$ cat src/pcmc_pkg.sv
// Shared types and constants for the pay-and-change minimum coin block.
`default_nettype none

package pcmc_pkg;

  localparam int AMOUNT_LIMIT_DEFAULT = 500;
  localparam int CENTS_PER_UNIT       = 5;
  localparam int NUM_DENOMS           = 6;
  localparam int PAY_W                = 8;
  localparam int CNT_W                = 7;
  localparam int PRICE_W              = 9;
  localparam int TOTAL_W              = 8;
  localparam int Q_W                  = 7;
  localparam int RECIP_SHIFT          = 14;
  localparam int PROD_W               = PRICE_W + RECIP_SHIFT;

  // Reciprocal of five scaled by 2^14; exact quotient for any 9-bit price.
  localparam logic [PROD_W-1:0] PRICE_RECIP = PROD_W'(3277);

  // Denominations in 5-cent units: 5, 10, 20, 50, 100, 200 cents.
  localparam logic [5:0] DENOM_UNITS [NUM_DENOMS] = '{
    6'd1, 6'd2, 6'd4, 6'd10, 6'd20, 6'd40
  };

  localparam logic [PAY_W-1:0] PAY_UNREACH = '1;

  typedef enum logic [2:0] {
    ST_FILL,
    ST_CHG,
    ST_IDLE,
    ST_CLR,
    ST_PAY,
    ST_SCAN,
    ST_DRAIN,
    ST_OUT
  } state_t;

  typedef enum logic [2:0] {
    OP_FILL,
    OP_CLR,
    OP_CHG,
    OP_PAY,
    OP_SCAN
  } op_kind_t;

endpackage

`default_nettype wire

$ cat src/pay_and_change_min_coins_core.sv
// Minimum coins paid plus change returned, over a table memory with one RMW pipeline.
//
//   channel | direction | ports                                      | transaction
//   in      | input     | in_valid, in_stall, in_count_*, in_price_* | one purse and a price
//   out     | output    | out_valid, out_stall, out_total_coins, ... | one result
//
// After reset the table is filled and the change column built, with in_stall high;
// UNITS = AMOUNT_LIMIT_CENTS/5. Each item then needs a clear pass over all UNITS+1
// entries, one pass per clamped held coin of each denomination, and a scan from the
// price up to the limit; the single table read/modify/write per cycle sets its pace.
// One item is worked at a time; a finished result sits in the output register, so
// the next transaction is taken while out_stall holds the previous one.
`default_nettype none

module pay_and_change_min_coins_core #(
  parameter int AMOUNT_LIMIT_CENTS = pcmc_pkg::AMOUNT_LIMIT_DEFAULT
) (
  input  wire logic       clk,
  input  wire logic       rst_n,
  input  wire logic       in_valid,
  output logic            in_stall,
  input  wire logic [6:0] in_count_5c,
  input  wire logic [5:0] in_count_10c,
  input  wire logic [4:0] in_count_20c,
  input  wire logic [3:0] in_count_50c,
  input  wire logic [2:0] in_count_100c,
  input  wire logic [1:0] in_count_200c,
  input  wire logic [8:0] in_price_cents,
  output logic            out_valid,
  input  wire logic       out_stall,
  output logic [7:0]      out_total_coins,
  output logic            out_impossible
);

  import pcmc_pkg::*;

  localparam int UNITS = AMOUNT_LIMIT_CENTS / CENTS_PER_UNIT;
  localparam int DEPTH = UNITS + 1;
  localparam int AW    = $clog2(DEPTH);
  localparam int W     = AW + PAY_W;
  localparam int SW    = ((AW > PAY_W) ? AW : PAY_W) + 1;
  localparam int CAP0  = UNITS / int'(DENOM_UNITS[0]);
  localparam int CAP1  = UNITS / int'(DENOM_UNITS[1]);
  localparam int CAP2  = UNITS / int'(DENOM_UNITS[2]);
  localparam int CAP3  = UNITS / int'(DENOM_UNITS[3]);
  localparam int CAP4  = UNITS / int'(DENOM_UNITS[4]);
  localparam int CAP5  = UNITS / int'(DENOM_UNITS[5]);

  localparam logic [AW-1:0] LAST_ADDR = AW'(UNITS);
  localparam logic [2:0]    LAST_K    = 3'(NUM_DENOMS - 1);

  typedef struct packed {
    logic           vld;
    op_kind_t       kind;
    logic [AW-1:0]  a;
    logic [AW-1:0]  b;
  } s1_t;

  // Word layout: change count in the upper bits, fewest held coins in the lower byte.
  logic [W-1:0] mem [DEPTH];

  state_t             state_r, state_nxt;
  logic [AW-1:0]      j_r, j_nxt;
  logic [2:0]         k_r, k_nxt;
  logic [CNT_W-1:0]   n_r, n_nxt;
  logic [CNT_W-1:0]   cnt_r [NUM_DENOMS];
  logic [CNT_W-1:0]   cnt_in [NUM_DENOMS];
  logic [PRICE_W-1:0] price_r;

  s1_t                s1_r, s1_nxt;
  logic [W-1:0]       rd_a_r, rd_b_r;
  logic               fwd_vld_r;
  logic [AW-1:0]      fwd_addr_r;
  logic [W-1:0]       fwd_data_r;

  logic [SW-1:0]      best_r;
  logic               found_r;
  logic               out_valid_r;
  logic [TOTAL_W-1:0] out_total_r;
  logic               out_imp_r;

  logic               in_acc;
  logic               out_load;
  logic [2:0]         kp1;
  logic [AW-1:0]      d_cur;
  logic [AW-1:0]      d_next;

  logic [PROD_W-1:0]  price_prod;
  logic [Q_W-1:0]     price_q;
  logic [PRICE_W-1:0] price_q5;
  logic [AW+Q_W-1:0]  p_wide;
  logic [AW-1:0]      p_units;
  logic               price_ok;

  logic [W-1:0]       da, db;
  logic [AW-1:0]      chg_a, chg_b;
  logic [PAY_W-1:0]   pay_a, pay_b;
  logic [AW:0]        chg_inc;
  logic [PAY_W:0]     pay_inc;
  logic [PAY_W-1:0]   pay_init;
  logic               we;
  logic [W-1:0]       wd;
  logic [SW-1:0]      tsum;
  logic               scan_hit;

  // ---------------------------------------------------------------- input side
  assign in_acc = in_valid && !in_stall;

  always_comb begin
    cnt_in[0] = (int'(in_count_5c)   > CAP0) ? CNT_W'(CAP0) : in_count_5c;
    cnt_in[1] = (int'(in_count_10c)  > CAP1) ? CNT_W'(CAP1) : CNT_W'(in_count_10c);
    cnt_in[2] = (int'(in_count_20c)  > CAP2) ? CNT_W'(CAP2) : CNT_W'(in_count_20c);
    cnt_in[3] = (int'(in_count_50c)  > CAP3) ? CNT_W'(CAP3) : CNT_W'(in_count_50c);
    cnt_in[4] = (int'(in_count_100c) > CAP4) ? CNT_W'(CAP4) : CNT_W'(in_count_100c);
    cnt_in[5] = (int'(in_count_200c) > CAP5) ? CNT_W'(CAP5) : CNT_W'(in_count_200c);
  end

  always_ff @(posedge clk) begin
    if (in_acc) begin
      cnt_r   <= cnt_in;
      price_r <= in_price_cents;
    end
  end

  // Price in 5-cent units; a price off the 5-cent grid or above the limit has no payment.
  assign price_prod = PROD_W'(price_r) * PRICE_RECIP;
  assign price_q    = price_prod[RECIP_SHIFT +: Q_W];
  assign price_q5   = {price_q, 2'b00} + {2'b00, price_q};
  assign p_wide     = (AW+Q_W)'(price_q);
  assign p_units    = p_wide[AW-1:0];
  assign price_ok   = (price_r == price_q5) && (int'(price_r) <= AMOUNT_LIMIT_CENTS);

  // ---------------------------------------------------------------- sequencer
  assign kp1    = k_r + 3'd1;
  assign d_cur  = AW'(DENOM_UNITS[k_r]);
  assign d_next = AW'(DENOM_UNITS[kp1]);

  always_comb begin
    state_nxt = state_r;
    j_nxt     = j_r;
    k_nxt     = k_r;
    n_nxt     = n_r;
    case (state_r)
      ST_FILL: begin
        if (j_r == LAST_ADDR) begin
          state_nxt = ST_CHG;
          k_nxt     = 3'd1;
          j_nxt     = AW'(DENOM_UNITS[1]);
        end else begin
          j_nxt = j_r + AW'(1);
        end
      end
      ST_CHG: begin
        if (j_r == LAST_ADDR) begin
          if (k_r == LAST_K) begin
            state_nxt = ST_IDLE;
          end else begin
            k_nxt = kp1;
            j_nxt = d_next;
          end
        end else begin
          j_nxt = j_r + AW'(1);
        end
      end
      ST_IDLE: begin
        if (in_acc) begin
          state_nxt = ST_CLR;
          j_nxt     = '0;
        end
      end
      ST_CLR: begin
        if (j_r == LAST_ADDR) begin
          state_nxt = ST_PAY;
          k_nxt     = '0;
          n_nxt     = cnt_r[0];
          j_nxt     = LAST_ADDR;
        end else begin
          j_nxt = j_r + AW'(1);
        end
      end
      ST_PAY: begin
        if (n_r == '0) begin
          // advance to the next denomination, or leave once all are spent
          if (k_r == LAST_K) begin
            if (price_ok) begin
              state_nxt = ST_SCAN;
              j_nxt     = p_units;
            end else begin
              state_nxt = ST_DRAIN;
            end
          end else begin
            k_nxt = kp1;
            n_nxt = cnt_r[kp1];
            j_nxt = LAST_ADDR;
          end
        end else if (j_r == d_cur) begin
          j_nxt = LAST_ADDR;
          n_nxt = n_r - CNT_W'(1);
        end else begin
          j_nxt = j_r - AW'(1);
        end
      end
      ST_SCAN: begin
        if (j_r == LAST_ADDR) begin
          state_nxt = ST_DRAIN;
        end else begin
          j_nxt = j_r + AW'(1);
        end
      end
      ST_DRAIN: begin
        state_nxt = ST_OUT;
      end
      ST_OUT: begin
        if (out_load) begin
          state_nxt = ST_IDLE;
        end
      end
      default: begin
        state_nxt = ST_IDLE;
      end
    endcase
  end

  always_comb begin
    s1_nxt      = '0;
    s1_nxt.kind = OP_FILL;
    s1_nxt.a    = j_r;
    s1_nxt.b    = j_r;
    in_stall    = 1'b1;
    out_load    = 1'b0;
    case (state_r)
      ST_FILL: begin
        s1_nxt.vld = 1'b1;
      end
      ST_CHG: begin
        s1_nxt.vld  = 1'b1;
        s1_nxt.kind = OP_CHG;
        s1_nxt.b    = j_r - d_cur;
      end
      ST_IDLE: begin
        in_stall = 1'b0;
      end
      ST_CLR: begin
        s1_nxt.vld  = 1'b1;
        s1_nxt.kind = OP_CLR;
      end
      ST_PAY: begin
        s1_nxt.vld  = (n_r != '0);
        s1_nxt.kind = OP_PAY;
        s1_nxt.b    = j_r - d_cur;
      end
      ST_SCAN: begin
        s1_nxt.vld  = 1'b1;
        s1_nxt.kind = OP_SCAN;
        s1_nxt.b    = j_r - p_units;
      end
      ST_OUT: begin
        out_load = !out_valid_r || !out_stall;
      end
      default: begin
      end
    endcase
  end

  always_ff @(posedge clk) begin
    if (!rst_n) begin
      state_r <= ST_FILL;
      j_r     <= '0;
      k_r     <= '0;
      n_r     <= '0;
      s1_r    <= '0;
    end else begin
      state_r <= state_nxt;
      j_r     <= j_nxt;
      k_r     <= k_nxt;
      n_r     <= n_nxt;
      s1_r    <= s1_nxt;
    end
  end

  // ---------------------------------------------------------------- table memory
  always_ff @(posedge clk) begin
    if (we) begin
      mem[s1_r.a] <= wd;
    end
    rd_a_r <= mem[s1_nxt.a];
    rd_b_r <= mem[s1_nxt.b];
  end

  // Capture the write that lands on the same edge as a read; that read sees stale data.
  always_ff @(posedge clk) begin
    if (!rst_n) begin
      fwd_vld_r <= 1'b0;
    end else begin
      fwd_vld_r <= we;
    end
    fwd_addr_r <= s1_r.a;
    fwd_data_r <= wd;
  end

  // ---------------------------------------------------------------- modify stage
  assign da = (fwd_vld_r && fwd_addr_r == s1_r.a) ? fwd_data_r : rd_a_r;
  assign db = (fwd_vld_r && fwd_addr_r == s1_r.b) ? fwd_data_r : rd_b_r;

  assign chg_a    = da[W-1:PAY_W];
  assign pay_a    = da[PAY_W-1:0];
  assign chg_b    = db[W-1:PAY_W];
  assign pay_b    = db[PAY_W-1:0];
  assign chg_inc  = {1'b0, chg_b} + (AW+1)'(1);
  assign pay_inc  = {1'b0, pay_b} + (PAY_W+1)'(1);
  assign pay_init = (s1_r.a == '0) ? '0 : PAY_UNREACH;
  assign tsum     = SW'(pay_a) + SW'(chg_b);

  always_comb begin
    we = s1_r.vld;
    wd = da;
    case (s1_r.kind)
      OP_FILL: begin
        wd = {s1_r.a, pay_init};
      end
      OP_CLR: begin
        wd = {chg_a, pay_init};
      end
      OP_CHG: begin
        wd = {(chg_inc < {1'b0, chg_a}) ? chg_inc[AW-1:0] : chg_a, pay_a};
      end
      OP_PAY: begin
        wd = {chg_a, (pay_b != PAY_UNREACH && pay_inc < {1'b0, pay_a}) ?
                     pay_inc[PAY_W-1:0] : pay_a};
      end
      OP_SCAN: begin
        we = 1'b0;
      end
      default: begin
        we = 1'b0;
      end
    endcase
  end

  assign scan_hit = s1_r.vld && s1_r.kind == OP_SCAN && pay_a != PAY_UNREACH &&
                    (!found_r || tsum < best_r);

  always_ff @(posedge clk) begin
    if (!rst_n) begin
      found_r <= 1'b0;
    end else if (in_acc) begin
      found_r <= 1'b0;
    end else if (scan_hit) begin
      found_r <= 1'b1;
    end
    if (scan_hit) begin
      best_r <= tsum;
    end
  end

  // ---------------------------------------------------------------- output register
  always_ff @(posedge clk) begin
    if (!rst_n) begin
      out_valid_r <= 1'b0;
    end else if (out_load) begin
      out_valid_r <= 1'b1;
    end else if (!out_stall) begin
      out_valid_r <= 1'b0;
    end
    if (out_load) begin
      out_imp_r <= !found_r;
      if (!found_r) begin
        out_total_r <= '0;
      end else if (best_r > SW'({TOTAL_W{1'b1}})) begin
        out_total_r <= '1;
      end else begin
        out_total_r <= best_r[TOTAL_W-1:0];
      end
    end
  end

  assign out_valid       = out_valid_r;
  assign out_total_coins = out_total_r;
  assign out_impossible  = out_imp_r;

endmodule

`default_nettype wire

$ cat config.mk
export PLATFORM = sky130hd
export DESIGN_NAME = pay_and_change_min_coins_core
export DESIGN_NICKNAME = d
export VERILOG_FILES = /design/src/pcmc_pkg.sv /design/src/pay_and_change_min_coins_core.sv
export SDC_FILE = /design/constraint.sdc
export NUM_CORES = 2
export LEC_CHECK = 0
export ABC_CLOCK_PERIOD_IN_PS = 15450
export BUFFER_PORTS_ARGS = -buffer_cell sky130_fd_sc_hd__buf_2
export CAP_MARGIN = 10
export CORE_AREA = 4 4 363 365
export DETAILED_ROUTE_END_ITERATION = 7
export DIE_AREA = 0 0 367 369
export GPL_ROUTABILITY_DRIVEN = 0
export HOLD_SLACK_MARGIN = 0.02
export PLACE_DENSITY = 0.83
export REMOVE_ABC_BUFFERS = 1
export SLEW_MARGIN = 5
export SYNTH_ARGS = -nofsm -noshare
export SYNTH_HDL_FRONTEND = slang
export SYNTH_SLANG_ARGS = --single-unit
$ cat constraint.sdc
create_clock -name clk -period 15.45 [get_ports clk]
set_input_delay 0.7725 -clock clk [delete_from_list [all_inputs] [get_ports clk]]
set_output_delay 0.7725 -clock clk [all_outputs]
set_load 0.05 [all_outputs]
* Yosys cells after proc, flatten, opt, wreduce, memory -nomap -nowiden *
Memory sizes are Yosys's and may differ from the RTL's. A register that Yosys moved wholly into a read port is not among the register bits.
Cells that the tools add are included.

word-level totals
  register bits after elaboration = 132
  bits in latches = 0
  memory bits (writable) = 1515
  ROM bits = 96
  input port bits = 40
  output and inout bits = 11
  logic and storage cells = 177
  memories kept = 3

memory list
  memory            words  width  rd ports  clocked after Yosys merged registers in  write ports  RTL line                              text
  mem               101    15     2         2                                        1            pay_and_change_min_coins_core.sv:60   logic [W-1:0] mem [DEPTH];
  (name not given)  8      6      1         0                                        0            pay_and_change_min_coins_core.sv:136  assign d_next = AW'(DENOM_UNITS[kp1]);
  (name not given)  8      6      1         0                                        0            pay_and_change_min_coins_core.sv:135  assign d_cur = AW'(DENOM_UNITS[k_r]);

operators by class
  $add $sub $neg = 10
  multipliers = 1
  divide/modulo/power cells = 0
  order comparisons = 13
  equality and inequality tests = 34
  shifts and indexed selects = 0
  mux-type cells = 56
  bitwise logic cells = 3
  reductions and logical operators = 29

operators by type and width
  operator                                             number
  two-way mux 7 bit                                    17
  case mux 15 bit (4 select lines)                     1
  case mux 7 bit (6 select lines)                      1
  two-way mux 3 bit                                    13
  two-way mux 15 bit                                   2
  case mux 7 bit (2 select lines)                      2
  two-way mux 6 bit                                    4
  two-way mux 8 bit                                    3
  case mux 3 bit (4 select lines)                      2
  case mux 3 bit (8 select lines)                      1
  binary-select mux 7 bit (select 3 bit)               1
  multiplier 9 x 12 -> 21 bit, second input constant   1
  inequality test 2 bit, second input constant         10
  equality test 3 bit, second input constant           6
  inequality test 8 bit, second input constant         2
  equality test 7 bit                                  2
  logical NOT 7 bit                                    2
  subtractor 7 x 1 -> 7 bit, second input constant     2
  equality test 3 x 2 -> 1 bit, second input constant  4
  AND reduction 5 bit                                  2
  adder 8 x 1 -> 9 bit, second input constant          1
  adder 8 x 7 -> 9 bit                                 1
  adder 9 x 7 -> 9 bit                                 1
  equality test 9 bit                                  1
  40 further kinds                                     64

* Logic depth before layout (Yosys ltp) *
  depth in word-level cells = 8
  depth in mapped cells = 28
  mapped depth without buffers = 26

* Worst setup path after synthesis *
OpenSTA, ideal clock, no wires.

  path kind = flip-flop to flip-flop
  from = register fwd_addr_r[1]
  to = memory mem[0][0] in the netlist's numbering, data pin
  library setup time = 1474 ps
  data arrival time = 9707 ps
  required time = 13976 ps
  slack = 4269 ps
  stages on the path, launching flop included = 14
  path buffers = 1
  period minus slack after synthesis = 11181 ps
  path through = dfxtp_1 > xnor2_1 > nand4_1 > nor2_1 > clkbuf_1 > mux2i_1 > or3_1 > nand2b_1 > nor2_1 > xnor2_1 > ha_1 > a2111oi_0 > o21ai_1 > o311ai_0

between the ends
  word-level cells in the longest chain between the ends = 8
  elaborated cells between the ends (all ways) = 12
  classes of those cells = add/sub (1); order compare (1); eq/ne (3); mux (4); reduce/logical (3)

RTL lines
  item                                 RTL line                              text
  start, declared                      pay_and_change_min_coins_core.sv:73   logic [AW-1:0] fwd_addr_r;
  start signal, assigned               pay_and_change_min_coins_core.sv:297  fwd_addr_r <= s1_r.a;
  equality test 7 bit                  pay_and_change_min_coins_core.sv:303  assign db = (fwd_vld_r && fwd_addr_r == s1_r.b) ? fwd_data_r : rd_b_r;
  logical AND 1 bit                    pay_and_change_min_coins_core.sv:303
  two-way mux 15 bit                   pay_and_change_min_coins_core.sv:303
  adder 8 x 1 -> 9 bit                 pay_and_change_min_coins_core.sv:310  assign pay_inc = {1'b0, pay_b} + (PAY_W+1)'(1);
  less-than comparator 9 x 8 -> 1 bit  pay_and_change_min_coins_core.sv:328  wd = {chg_a, (pay_b != PAY_UNREACH && pay_inc < {1'b0, pay_a}) ?
  logical AND 1 bit                    pay_and_change_min_coins_core.sv:328
  two-way mux 8 bit                    pay_and_change_min_coins_core.sv:328
  case mux 15 bit (4 select lines) *   pay_and_change_min_coins_core.sv:317  case (s1_r.kind)
  via wd[0]                            pay_and_change_min_coins_core.sv:102  logic [W-1:0] wd;
  end, declared                        pay_and_change_min_coins_core.sv:60

Mark *: on every way through the listed nets, which the timed path passes. The rest lies on a longest branch.

* Final worst setup path *
  from = register price_r[7]
  to = register rd_b_r[5] (read register of mem)

between the ends
  word-level cells in the longest chain between the ends = 3

RTL lines
  item                             RTL line                              text
  start, declared                  pay_and_change_min_coins_core.sv:68   logic [PRICE_W-1:0] price_r;
  start signal, assigned           pay_and_change_min_coins_core.sv:121  price_r <= in_price_cents;
  multiplier 9 x 12 -> 21 bit      pay_and_change_min_coins_core.sv:126  assign price_prod = PROD_W'(price_r) * PRICE_RECIP;
  subtractor 7 bit                 pay_and_change_min_coins_core.sv:255  s1_nxt.b = j_r - p_units;
  case mux 7 bit (2 select lines)  pay_and_change_min_coins_core.sv:231  case (state_r)
  end, declared                    pay_and_change_min_coins_core.sv:71   logic [W-1:0] rd_a_r, rd_b_r;

Every way passes these cells.
A chain may end at the register's enable or synchronous reset.

==> summary.txt <==
CLOCK NETWORK
----------------------------------------------------------------------------------------------------
Count of hold buffers inserted by post-cts repair .....................................            0
Worst-skew pair later-pin latency .....................................................       810 ps
Clock-pin slew reported for the worst setup and hold paths after clock tree synthesis .        60 ps
Number of gates resized after cts .....................................................            0
Post-CTS Repair Setup Buffers .........................................................            0
Num CTS Buffers .......................................................................          162
Clock sink count ......................................................................         1662
Clock Tree Root .......................................................................    clkbuf_16
Longest Clk Path Bufs .................................................................            3
CTS H-tree depth ......................................................................            4
CTS tree ..............................................................................         done

PLACEMENT
----------------------------------------------------------------------------------------------------
Setup slack after placement ...........................................................      6030 ps
Placed wire-length estimate after detailed placement ..................................    138000 µm
Buffers on Ports ......................................................................           50
Placed inst area ......................................................................   0.0845 mm²
Post-placement cell count .............................................................         6093

DIE
----------------------------------------------------------------------------------------------------
Full die area .........................................................................    0.135 mm²
Core ar. ..............................................................................    0.129 mm²
Floorplan row count ...................................................................          132
Top-level port count ..................................................................           51
Width of the die ......................................................................       367 µm
Y dimension of the die ................................................................       369 µm
Initial cell density of the core ......................................................        0.634

ROUTE
----------------------------------------------------------------------------------------------------
Via count normalized by instance count ................................................         7.76
Drc violations ........................................................................            0
Starting DRT DRC Count ................................................................         8594
Total Wirelength ......................................................................    239000 µm
Routed wirelength normalized by instance count ........................................      37.4 µm
Routed vias ...........................................................................        49616
DR pass1 iterations ...................................................................            7
Number of nets still failing antenna checks after routing .............................            0

SYNTH
----------------------------------------------------------------------------------------------------
Sequential-to-total area share from yosys stat ........................................        0.600
Flip-flop and latch count after synthesis .............................................         1662
Post-synthesis cell area ..............................................................   0.0816 mm²
EDFF count, synth .....................................................................         1569
Cell count after synthesis ............................................................         4510
Post-Syn Area per Cell ................................................................     18.1 µm²
Ys flop type ..........................................................................     edfxtp_1
Synthesis Warnings ....................................................................            0
Synth async-reset ratio ...............................................................            0
Number of distinct library cell variants in the gate-level netlist after synthesis ....           92

TIMING
----------------------------------------------------------------------------------------------------
Final critical-path required period ...................................................     10070 ps
Accumulated negative setup slack ......................................................         0 ps
Total count of hold-check failures in the final report ................................            0
Final setup violation count ...........................................................            0
Worst clock skew ......................................................................      39.1 ps
Fin crit share ........................................................................        0.652
Maximum operating frequency ...........................................................   0.0993 GHz
Unrepaired setup endpoints after global routing .......................................           no
Final Max Slew Viols ..................................................................            0
Worst slew pin tran ...................................................................      1380 ps
Slew margin rel. ......................................................................       0.0774
Min setup slack post-route ............................................................      5380 ps
Smallest hold slack ...................................................................       161 ps

LAYOUT
----------------------------------------------------------------------------------------------------
Leading cell type in the layout, fill and taps excluded ...............................     edfxtp_1
Synth-to-Final Area Change ............................................................        9.91%
Post-Layout Cell Count ................................................................         6396
Final core area utilization ...........................................................        0.696
Final nets ............................................................................         4747
Non-Filler Cell Area, Final ...........................................................   0.0897 mm²
Fraction of final layout cells with drive strength greater than 1 .....................        0.311
Filler instances ......................................................................         7506
Commonest non-fill, non-tap cells in the layout ....................................... edfxtp_1, mux4_2, mux2i_1

GLOBAL ROUTE
----------------------------------------------------------------------------------------------------
Wire length of the first global-routing pass ..........................................    348000 µm
Maximum number of pins on one net before global-route repair ..........................          128
Initial antenna violation count .......................................................           15
GRT Resource Usage Total ..............................................................        0.356
Vias in the first global route ........................................................        49761
Gr ovfl total .........................................................................            0

POWER
----------------------------------------------------------------------------------------------------
Total power of the final layout .......................................................      10.4 mW
Maximum vdd ir drop ...................................................................     0.113 mV
P_leak ................................................................................      29.0 nW
Total power divided by cell area ......................................................   116 mW/mm²

SETUP PATH
----------------------------------------------------------------------------------------------------
CP startpoint ......................................................................... price_r[7]$_DFFE_PP_
Kind of capture point of the worst setup path .........................................         flop
Data required time of the critical path ...............................................     16060 ps
Most used cell along the critical path ................................................        inv_1
Type of the worst setup path .......................................................... flop to flop
Worst Reg-to-Reg Cells ................................................................           26
Peak fanout along the critical path ...................................................           31
Cell with the biggest individual delay on the critical path ...........................     o211ai_1
Startpoint class of the critical path .................................................         flop
Delay of the slowest cell on the worst path ...........................................      1070 ps
Reg-to-reg startpoint ................................................................. price_r[7]$_DFFE_PP_
Arrival time of data at the critical path endpoint ....................................     10680 ps

OUTCOME
----------------------------------------------------------------------------------------------------
Run status ............................................................................ finished clean

HOLD PATH
----------------------------------------------------------------------------------------------------
Cell depth of the worst min-delay path ................................................            1
Worst hold-check path type ............................................................ input pin to flop
Start point of the worst hold path .................................................... in_price_cents[8]

JOB
----------------------------------------------------------------------------------------------------
Max-capacitance violation count .......................................................            0

==> area by class of cell <==
class	count	area, µm²	area share
clock inverter	93	830	0.00925
timing repair buffer	238	1760	0.0196
clock buffer	203	4380	0.0488
multi-input combinational	2365	31100	0.346
tap	1675	2100	0.0234
sequential	1662	49000	0.546
antenna	7	17.5	0.000195
inverter	153	579	0.00646
==> worst max-delay path, delay by kind of cell, from the launching register on <==
family / cells / cell delay (ps)
AOI/OAI and AO/OA: 7 / 2540
xor gates and xnor gates: 2 / 1190
adders and majority gates: 7 / 2760
buffers and inverters: 8 / 2000
DFF: 1 / 580
muxes: 2 / 730
==> registers in the layout (all words and copies together), names as in the netlist <==
name	flops
best_r	9
cnt_r	27
found_r	1
fwd_addr_r	7
fwd_data_r	15
fwd_vld_r	1
j_r	7
k_r	3
mem	1515
n_r	7
out_impossible	1
out_total_coins	8
out_valid	1
price_r	9
rd_a_r	15
rd_b_r	15
s1_r	18
state_r	3
==> report_power, final <==
group / internal [mW] / leakage, nW / switching, mW
clock: 2.21 / 2.56 / 1.70
sequential: 5.03 / 15.1 / 0.0501
combinational: 0.574 / 11.3 / 0.837
total: 7.82 / 29.0 / 2.58
==> final timing paths <==
check / endpoint / slack [ps]
max: rd_b_r[5]$_DFF_P_ / 5380
min: price_r[8]$_DFFE_PP_ / 160
max reg2reg: rd_b_r[5]$_DFF_P_ / 5380
min reg2reg: fwd_addr_r[0]$_DFF_P_ / 490
==> cell families after synthesis <==
family | share of synthesized area
xor+xnor | 0.00799
fa+ha+maj | 0.0217
compound gates | 0.0384
mux | 0.278
simple gates | 0.0299
buf+inv | 0.0238
flops | 0.600
==> metal layers <==
metal / vias up / routed length (µm) / global-route usage
met3: 928 / 37400 / 0.117
met1: 24898 / 76300 / 0.466
li1: 18964 / - / -
met2: 4822 / 109000 / 0.535
met5: - / 24 / 0
met4: 4 / 16300 / 0.199
==> cells in the mapped netlist, types with 6 or more instances <==
master    count  area (µm²)
a211oi_1    109         818
a21o_1       18         135
a21oi_1      83         415
a221o_1       7        70.1
a221oi_1      8        70.1
a22oi_1       6        45.0
a31oi_1      18         113
and2_1       17         106
and3_1        8        50.1
buf_1        58         218
buf_2        39         195
buf_4        11        82.6
clkbuf_1    217         815
dfxtp_1      93        1860
edfxtp_1   1569       47100
fa_1         24         480
ha_1        101        1260
inv_1       149         559
mux2_1        6        67.6
mux2_2       24         270
mux2i_1     305        3050
mux4_2      857       19300
nand2_1     137         514
nand2b_1     12        75.1
nand3_1      45         225
nand4_1      11        68.8
nor2_1      205         769
nor2b_1      31         194
nor3_1       15        75.1
nor3b_1       7        52.6
nor4_1       10        62.6
o211ai_1     33         248
o21ai_0      48         240
o21ai_1      21         105
o21bai_1      8        60.1
o22ai_1       6        37.5
o311ai_0      6        52.6
o311ai_1     15         131
or3_1         8        50.1
xnor2_1      51         447
xor2_1       12         105
No activity file was read; power rests on OpenSTA's default activity.
